$ cat src/sv/hta_pkg.sv
// shared types, constants and helpers of the handle table allocator
`default_nettype none

package hta_pkg;

   localparam int SLOTS  = 64;
   localparam int SLOT_W = $clog2(SLOTS);
   localparam int HANDLE_W = 32;

   localparam logic [HANDLE_W-1:0] FIRST_HANDLE_RESET = 32'd1;

   // request operation codes
   localparam logic [1:0] OP_ALLOC = 2'd0;
   localparam logic [1:0] OP_FIND  = 2'd1;
   localparam logic [1:0] OP_FREE  = 2'd2;

   // result status codes
   localparam logic [1:0] STAT_OK        = 2'd0;
   localparam logic [1:0] STAT_FULL      = 2'd1;
   localparam logic [1:0] STAT_NOT_FOUND = 2'd2;

   typedef struct packed {
      logic capture;
      logic commit;
   } cmd_type;

   // index of the lowest set bit, zero when none is set
   function automatic logic [SLOT_W-1:0] low_index(input logic [SLOTS-1:0] vec);
      logic [SLOTS-1:0]  one;
      logic [SLOT_W-1:0] idx;
      one = vec & (~vec + SLOTS'(1));
      idx = '0;
      for (int i = 0; i < SLOTS; i++) begin
         if (one[i]) begin
            idx = idx | SLOT_W'(i);
         end
      end
      return idx;
   endfunction

endpackage

`default_nettype wire

$ cat src/sv/handle_table_allocator.sv
// top level of the handle table allocator
//
// A request (req_operation, req_handle, req_slot) is taken at a rising edge
// with start high and busy low. Allocate claims the lowest free slot and
// gives it the current handle counter value; find returns the lowest busy
// slot holding req_handle; free releases req_slot.
// Timing: the accept cycle compares req_handle against all 64 slots in
// parallel; the next cycle (busy high) priority-encodes and updates the
// table. The result sits on the rsp_ ports for one cycle with rsp_strobe
// high, starting in the cycle after the busy cycle. busy drops in that
// same cycle, so a new request can already be taken while the result
// is shown; none is taken during the busy cycle of the request before.
// The receiver has no way to stall: each result beat is shown exactly once.
// csr_wdata loads the handle counter when csr_valid and csr_ready are high;
// csr_ready is high whenever busy is low.
// Reset (synchronous, active high) frees every slot, loads the counter
// with 1 and clears busy and rsp_strobe.
`default_nettype none

module handle_table_allocator (
   input  wire logic                            clock,
   input  wire logic                            reset,
   input  wire logic                            start,
   output logic                                 busy,
   input  wire logic [1:0]                      req_operation,
   input  wire logic [hta_pkg::HANDLE_W-1:0]    req_handle,
   input  wire logic [hta_pkg::SLOT_W-1:0]      req_slot,
   output logic                                 rsp_strobe,
   output logic [1:0]                           rsp_status,
   output logic [hta_pkg::SLOT_W-1:0]           rsp_slot_index,
   output logic [hta_pkg::HANDLE_W-1:0]         rsp_handle_out,
   input  wire logic                            csr_valid,
   output logic                                 csr_ready,
   input  wire logic [hta_pkg::HANDLE_W-1:0]    csr_wdata
);
   import hta_pkg::*;

   cmd_type cmd;

   assign csr_ready = ~busy;

   hta_ctrl u_ctrl (
      .clock (clock),
      .reset (reset),
      .start (start),
      .cmd   (cmd),
      .busy  (busy)
   );

   hta_dp u_dp (
      .clock          (clock),
      .reset          (reset),
      .cmd            (cmd),
      .req_operation  (req_operation),
      .req_handle     (req_handle),
      .req_slot       (req_slot),
      .csr_write      (csr_valid && csr_ready),
      .csr_wdata      (csr_wdata),
      .rsp_strobe     (rsp_strobe),
      .rsp_status     (rsp_status),
      .rsp_slot_index (rsp_slot_index),
      .rsp_handle_out (rsp_handle_out)
   );

   // an accepted request holds busy for exactly one cycle
   a_accept_busy: assert property (@(posedge clock) disable iff (reset)
      (start && !busy) |=> busy)
      else $error("busy not raised after accept");

   // the result beat follows the busy cycle and busy is gone by then
   a_busy_result: assert property (@(posedge clock) disable iff (reset)
      busy |=> (rsp_strobe && !busy))
      else $error("missing result beat after busy cycle");

   // a result beat only ever comes from a busy cycle
   a_no_stray_result: assert property (@(posedge clock) disable iff (reset)
      rsp_strobe |-> $past(busy))
      else $error("result beat without a request");

   // failed requests carry zero index and handle
   a_fail_zero: assert property (@(posedge clock) disable iff (reset)
      (rsp_strobe && (rsp_status != STAT_OK)) |->
         (rsp_slot_index == '0 && rsp_handle_out == '0))
      else $error("failure result with nonzero payload");

endmodule

`default_nettype wire

$ cat src/sv/hta_ctrl.sv
// sequencer of the handle table allocator: capture then commit
`default_nettype none

module hta_ctrl (
   input  wire logic            clock,
   input  wire logic            reset,
   input  wire logic            start,
   output hta_pkg::cmd_type     cmd,
   output logic                 busy
);
   import hta_pkg::*;

   typedef enum logic [1:0] {
      S_IDLE   = 2'b01,
      S_COMMIT = 2'b10
   } state_type;

   state_type state_ff;
   state_type state_in;

   always_comb begin
      state_in = state_ff;
      cmd      = '0;
      unique case (state_ff)
         S_IDLE: begin
            if (start) begin
               cmd.capture = 1'b1;
               state_in    = S_COMMIT;
            end
         end
         S_COMMIT: begin
            cmd.commit = 1'b1;
            state_in   = S_IDLE;
         end
         default: begin
            state_in = S_IDLE;
         end
      endcase
   end

   assign busy = (state_ff == S_COMMIT);

   always_ff @(posedge clock) begin
      if (reset) begin
         state_ff <= S_IDLE;
      end else begin
         state_ff <= state_in;
      end
   end

endmodule

`default_nettype wire

$ cat src/sv/hta_dp.sv
// slot table, handle counter, parallel compare and result registers
`default_nettype none

module hta_dp (
   input  wire logic                            clock,
   input  wire logic                            reset,
   input  wire hta_pkg::cmd_type                cmd,
   input  wire logic [1:0]                      req_operation,
   input  wire logic [hta_pkg::HANDLE_W-1:0]    req_handle,
   input  wire logic [hta_pkg::SLOT_W-1:0]      req_slot,
   input  wire logic                            csr_write,
   input  wire logic [hta_pkg::HANDLE_W-1:0]    csr_wdata,
   output logic                                 rsp_strobe,
   output logic [1:0]                           rsp_status,
   output logic [hta_pkg::SLOT_W-1:0]           rsp_slot_index,
   output logic [hta_pkg::HANDLE_W-1:0]         rsp_handle_out
);
   import hta_pkg::*;

   logic [SLOTS-1:0]    slot_busy_ff;
   logic [HANDLE_W-1:0] slot_handle_ff [SLOTS];
   logic [HANDLE_W-1:0] counter_ff;

   logic [1:0]          op_ff;
   logic [HANDLE_W-1:0] handle_ff;
   logic [SLOT_W-1:0]   slot_ff;
   logic [SLOTS-1:0]    match_ff;
   logic [SLOTS-1:0]    match_in;

   logic                rsp_strobe_ff;
   logic [1:0]          status_ff;
   logic [SLOT_W-1:0]   index_ff;
   logic [HANDLE_W-1:0] handle_out_ff;

   logic [SLOTS-1:0]    free_vec;
   logic [SLOT_W-1:0]   alloc_idx;
   logic [SLOT_W-1:0]   find_idx;

   // compare every slot against the incoming handle in the accept cycle
   always_comb begin
      for (int i = 0; i < SLOTS; i++) begin
         match_in[i] = slot_busy_ff[i] && (slot_handle_ff[i] == req_handle);
      end
   end

   assign free_vec  = ~slot_busy_ff;
   assign alloc_idx = low_index(free_vec);
   assign find_idx  = low_index(match_ff);

   always_ff @(posedge clock) begin
      if (cmd.capture) begin
         op_ff     <= req_operation;
         handle_ff <= req_handle;
         slot_ff   <= req_slot;
         match_ff  <= match_in;
      end
   end

   always_ff @(posedge clock) begin
      if (reset) begin
         slot_busy_ff  <= '0;
         counter_ff    <= FIRST_HANDLE_RESET;
         rsp_strobe_ff <= 1'b0;
      end else begin
         rsp_strobe_ff <= cmd.commit;
         if (csr_write) begin
            counter_ff <= csr_wdata;
         end
         if (cmd.commit) begin
            unique case (op_ff)
               OP_ALLOC: begin
                  if (|free_vec) begin
                     slot_busy_ff[alloc_idx] <= 1'b1;
                     counter_ff              <= counter_ff + HANDLE_W'(1);
                  end
               end
               OP_FREE: begin
                  slot_busy_ff[slot_ff] <= 1'b0;
               end
               default: begin
               end
            endcase
         end
      end
   end

   // handle entries only matter while the slot is marked busy
   always_ff @(posedge clock) begin
      if (cmd.commit) begin
         unique case (op_ff)
            OP_ALLOC: begin
               if (|free_vec) begin
                  slot_handle_ff[alloc_idx] <= counter_ff;
               end
            end
            OP_FREE: begin
               slot_handle_ff[slot_ff] <= '0;
            end
            default: begin
            end
         endcase
      end
   end

   always_ff @(posedge clock) begin
      if (cmd.commit) begin
         unique case (op_ff)
            OP_ALLOC: begin
               if (|free_vec) begin
                  status_ff     <= STAT_OK;
                  index_ff      <= alloc_idx;
                  handle_out_ff <= counter_ff;
               end else begin
                  status_ff     <= STAT_FULL;
                  index_ff      <= '0;
                  handle_out_ff <= '0;
               end
            end
            OP_FIND: begin
               if (|match_ff) begin
                  status_ff     <= STAT_OK;
                  index_ff      <= find_idx;
                  handle_out_ff <= handle_ff;
               end else begin
                  status_ff     <= STAT_NOT_FOUND;
                  index_ff      <= '0;
                  handle_out_ff <= '0;
               end
            end
            OP_FREE: begin
               status_ff     <= STAT_OK;
               index_ff      <= slot_ff;
               handle_out_ff <= '0;
            end
            default: begin
               status_ff     <= STAT_OK;
               index_ff      <= '0;
               handle_out_ff <= '0;
            end
         endcase
      end
   end

   assign rsp_strobe     = rsp_strobe_ff;
   assign rsp_status     = status_ff;
   assign rsp_slot_index = index_ff;
   assign rsp_handle_out = handle_out_ff;

endmodule

`default_nettype wire
$ cat config.mk
export PLATFORM = sky130hd
export DESIGN_NAME = handle_table_allocator
export DESIGN_NICKNAME = d
export VERILOG_FILES = /design/src/sv/hta_pkg.sv /design/src/sv/handle_table_allocator.sv /design/src/sv/hta_ctrl.sv /design/src/sv/hta_dp.sv
export SDC_FILE = /design/constraint.sdc
export NUM_CORES = 2
export LEC_CHECK = 0
export BUFFER_PORTS_ARGS = -buffer_cell sky130_fd_sc_hd__buf_2
export CAP_MARGIN = 25
export CORE_AREA = 2 2 497 499
export CTS_BUF_LIST = sky130_fd_sc_hd__clkbuf_16
export CTS_CLUSTER_SIZE = 10
export DETAILED_ROUTE_END_ITERATION = 10
export DIE_AREA = 0 0 499 501
export SLEW_MARGIN = 40
export SYNTH_ARGS = -nofsm -noshare
export SYNTH_HDL_FRONTEND = slang
export SYNTH_HIERARCHICAL = 1
export SYNTH_SLANG_ARGS = --single-unit
$ cat constraint.sdc
create_clock -name clock -period 5.93 [get_ports clock]
set_input_delay 0.8895 -clock clock [delete_from_list [all_inputs] [get_ports clock]]
set_output_delay 0.8895 -clock clock [all_outputs]
set_load 0.02 [all_outputs]
==> impl_results.md <==
* Synth unique cells at 101
* Post-synthesis xor/xnor area fraction at 18.26%
* Max Fclk at 0.1902 GHz
* Multiplexer area fraction after synthesis at 0.01026%
* Vias post-DR at 62290
* Hold crit path type: input pin to flop
* Die X at 499 um
* 1st-pass router iterations at 6
* CTS Buf Count at 284
* Core area at 244800 um^2
* Synth Area in Simple Gates at 8.128%
* Reg-to-Reg End: u_dp/slot_handle_ff[62][17]
* CTS tree: built
* Endpoints failing hold at 0
* Initial antenna violation count at 40
* CP max stage delay at 0.82 ns
* WP data required at 6.50 ns
* Num rows at 182
* Clock transition at path regs at 0.05 ns
* Fin nets at 6976
* Delay-heaviest family, CP: simple AND/OR/NAND/NOR gates
* Synth Area in Compound Gates at 2.733%
* Cells after Synth at 6414
* Final Skew at 0.07929 ns
* Min cycle time layout at 5.259 ns
* Crit share post-route at 88.68%
* ANT nets after route at 0
* PostCTS Resize Cnt at 0
* Max IR drop VDD at 0.2881 mV
* Gp weighted congestion at 1.026
* Routed WL at 378000 um
* Cell taking the most area after synthesis: edfxtp_1
* CP max stage cell: a2111oi_0
* FF+latch count, synth at 2291
* Post-DP HPWL at 221700 um
* Largest net degree at the start of global routing at 65
* Setup CP Type: flop to flop
* Kind of start point of the critical path: flop
* Crit path capture type: flop
* Register cell area after layout at 67810 um^2
* Count of flip-flops with a built-in enable after synthesis at 2192
* Via-to-Cell Ratio at 6.097
* Static Leakage at 34.41 nW
* Number of global-route vias before repair at 57780
* R2R setup slack at 0.67 ns
* Most instantiated library cell after synthesis: edfxtp_1
* Main area contributors after synthesis: edfxtp_1, xnor2_1, xor2_1, nand4_1, dfxtp_1
* Vert. Die Dim at 501 um
* # DRC at 0
* Worst-skew pair later-pin latency at 0.96 ns
* Hold_sp: req_slot[2]
* Starting Density at 39.87%
* Syn. warnings at 6
* Area Overhead vs Synth at 16.10%
* RSZ-0062 raised after global routing: no
* Ports at 119
* CP max FO at 32
* Multi-input gate area at 28920 um^2
* Setup TNS at 0 ns
* Pins Over Slew Limit at 0
* Reg2reg start: u_dp/slot_busy_ff[45]
* P per Cell Area at 314.3 nW/um^2
* CTS Hold Bufs at 0
* Main combinational cell family by area after synthesis: XOR/XNOR gates
* Post-synth top area share at 67.45%
* Post-synth design cell area at 97590 um^2
* Post-synth top cells: edfxtp_1, xnor2_1, nand4_1
* Post-Synth Adder-Cell Area at 0.01282%
* CP Buf/Inv Count at 1
* Cell count of the worst hold path at 1
* Syn Area/Cell at 15.22 um^2
* CTS root buffer: clkbuf_16
* WHS at 0.1082 ns
* Rel. slew slack at 35.38%
* Crit-path cells: nand4_1 -> nor4_1 -> nand4_1 -> a2111oi_0 -> nor4_1 -> and3_4 -> nand2_1 -> nand3_1 -> nor2_2 -> buf_4
* Fillers at 21020
* Die area at 250000 um^2
* Layout cell share with drive strength beyond 1 at 13.93%
* Global-route wire length before repair at 504400 um
* Gr usage total at 29.59%
* Max-Cap Viols at 0
* Ys flop type: edfxtp_1
* Clk buf depth at 4
* # Post-CTS Setup Buffers at 0
* DR iter-0 viols at 10540
* Clk sinks at 2291
* Wire per inst at 37.00 um
* Worst slew pin tran at 0.9692 ns
* H-Tree Depth at 5
* Design area at 113300 um^2
* Syn Nets at 6491
* WP data arrival at 5.83 ns
* Gr ovfl total at 0
* Setup violators final at 0
* Sequential cell area fraction in the yosys report at 69.48%
* Status: finished, final reports clean
* R2R cell count at 10
* Placed Area at 105600 um^2
* Ys async rst share at 0%
* IO Port Bufs at 118
* Hold worst-path end: u_dp/slot_ff[2]
-- logic make-up after synthesis --
| group | count (synthesis) |
|---|---|
| muxes | 1 |
| buffers and inverters | 342 |
| and+or+nand+nor | 1354 |
| DFF | 2291 |
| AOI/OAI and AO/OA | 390 |
| xor gates and xnor gates | 2035 |
| adders and majority gates | 1 |
-- state kept, by name, indices dropped and copies added (netlist names) --
| register | flops |
|---|---|
| u_dp/rsp_status | 2 |
| u_dp/op_ff | 2 |
| u_dp/handle_ff | 32 |
| u_dp/slot_ff | 6 |
| u_ctrl/state_ff | 2 |
| u_dp/rsp_strobe | 1 |
| u_dp/rsp_slot_index | 6 |
| u_dp/slot_busy_ff | 64 |
| u_dp/rsp_handle_out | 32 |
| u_dp/counter_ff | 32 |
| u_dp/slot_handle_ff | 2048 |
| u_dp/match_ff | 64 |
-- power by group --
group | total (mW) | leakage (nW) | switching [mW] | internal, mW
clock network | 15.0 | 3.97 | 6.30 | 8.68
logic | 2.70 | 9.81 | 1.96 | 0.735
registers | 17.9 | 20.6 | 0.0974 | 17.8
total | 35.6 | 34.4 | 8.35 | 27.3
-- worst max path at each step --
stage                           from                           to  slack, ns  cells past startpoint
6_report       u_dp/slot_busy_ff[45]  u_dp/slot_handle_ff[62][17]       0.67                     10
5_1_grt        u_dp/slot_busy_ff[44]  u_dp/slot_handle_ff[62][25]       0.45                     10
4_1_cts        u_dp/slot_busy_ff[44]   u_dp/slot_handle_ff[62][3]       0.71                     10
3_5_place_dp   u_dp/slot_busy_ff[44]  u_dp/slot_handle_ff[62][17]       0.73                     10
3_3_place_gp   u_dp/slot_busy_ff[44]  u_dp/slot_handle_ff[62][12]       0.53                     10
2_1_floorplan     u_ctrl/state_ff[1]   u_dp/slot_handle_ff[38][0]       0.29                      9
-- metrics by stage --
step / power (mW) / util, % / setup WS (ns) / std cells
CTS: 35.65 / 46.26 / 0.7068 / 10210
detailed placement: 20.89 / 43.15 / 0.7310 / 9832
global placement: 20.84 / 42.94 / 0.5303 / 9814
floorplan: 19.41 / - / 0.2928 / 6414
global route: 36.33 / 46.27 / 0.4478 / 10210
finish: 35.61 / 46.28 / 0.6711 / 10220
-- area by class of cell --
cell class | instances | share of cell area, %
clock buffers | 290 | 6.405
diodes | 11 | 0.02430
clock inverters | 83 | 0.3269
inverters | 54 | 0.1789
flip-flops and latches | 2291 | 59.85
multi-input cells | 3781 | 25.53
well taps | 3220 | 3.556
repair buffers | 487 | 4.138
-- metal layers --
| layer | track usage [%] | share of wire (%) | up-vias |
|---|---|---|---|
| met1 | 41.25 | 39 | 32530 |
| met5 | 0 | 0.014 | - |
| met4 | 10.00 | 3.8 | 8 |
| met2 | 46.39 | 45 | 4371 |
| met3 | 5.673 | 12 | 674 |
| li1 | - | - | 24710 |
-- cell usage in the layout, fill, tap and decap left out, types with 108 or more instances in the layout --
cell	netlist	routed
inv_1	53	115
nor4_1	235	211
nand3_1	108	108
xnor2_1	1689	1689
xor2_1	346	346
buf_4	1	279
clkbuf_16	0	290
nand4_1	463	463
edfxtp_1	2192	2192
nand2_1	141	140
Note: power is estimated with default switching activity, not from simulation.
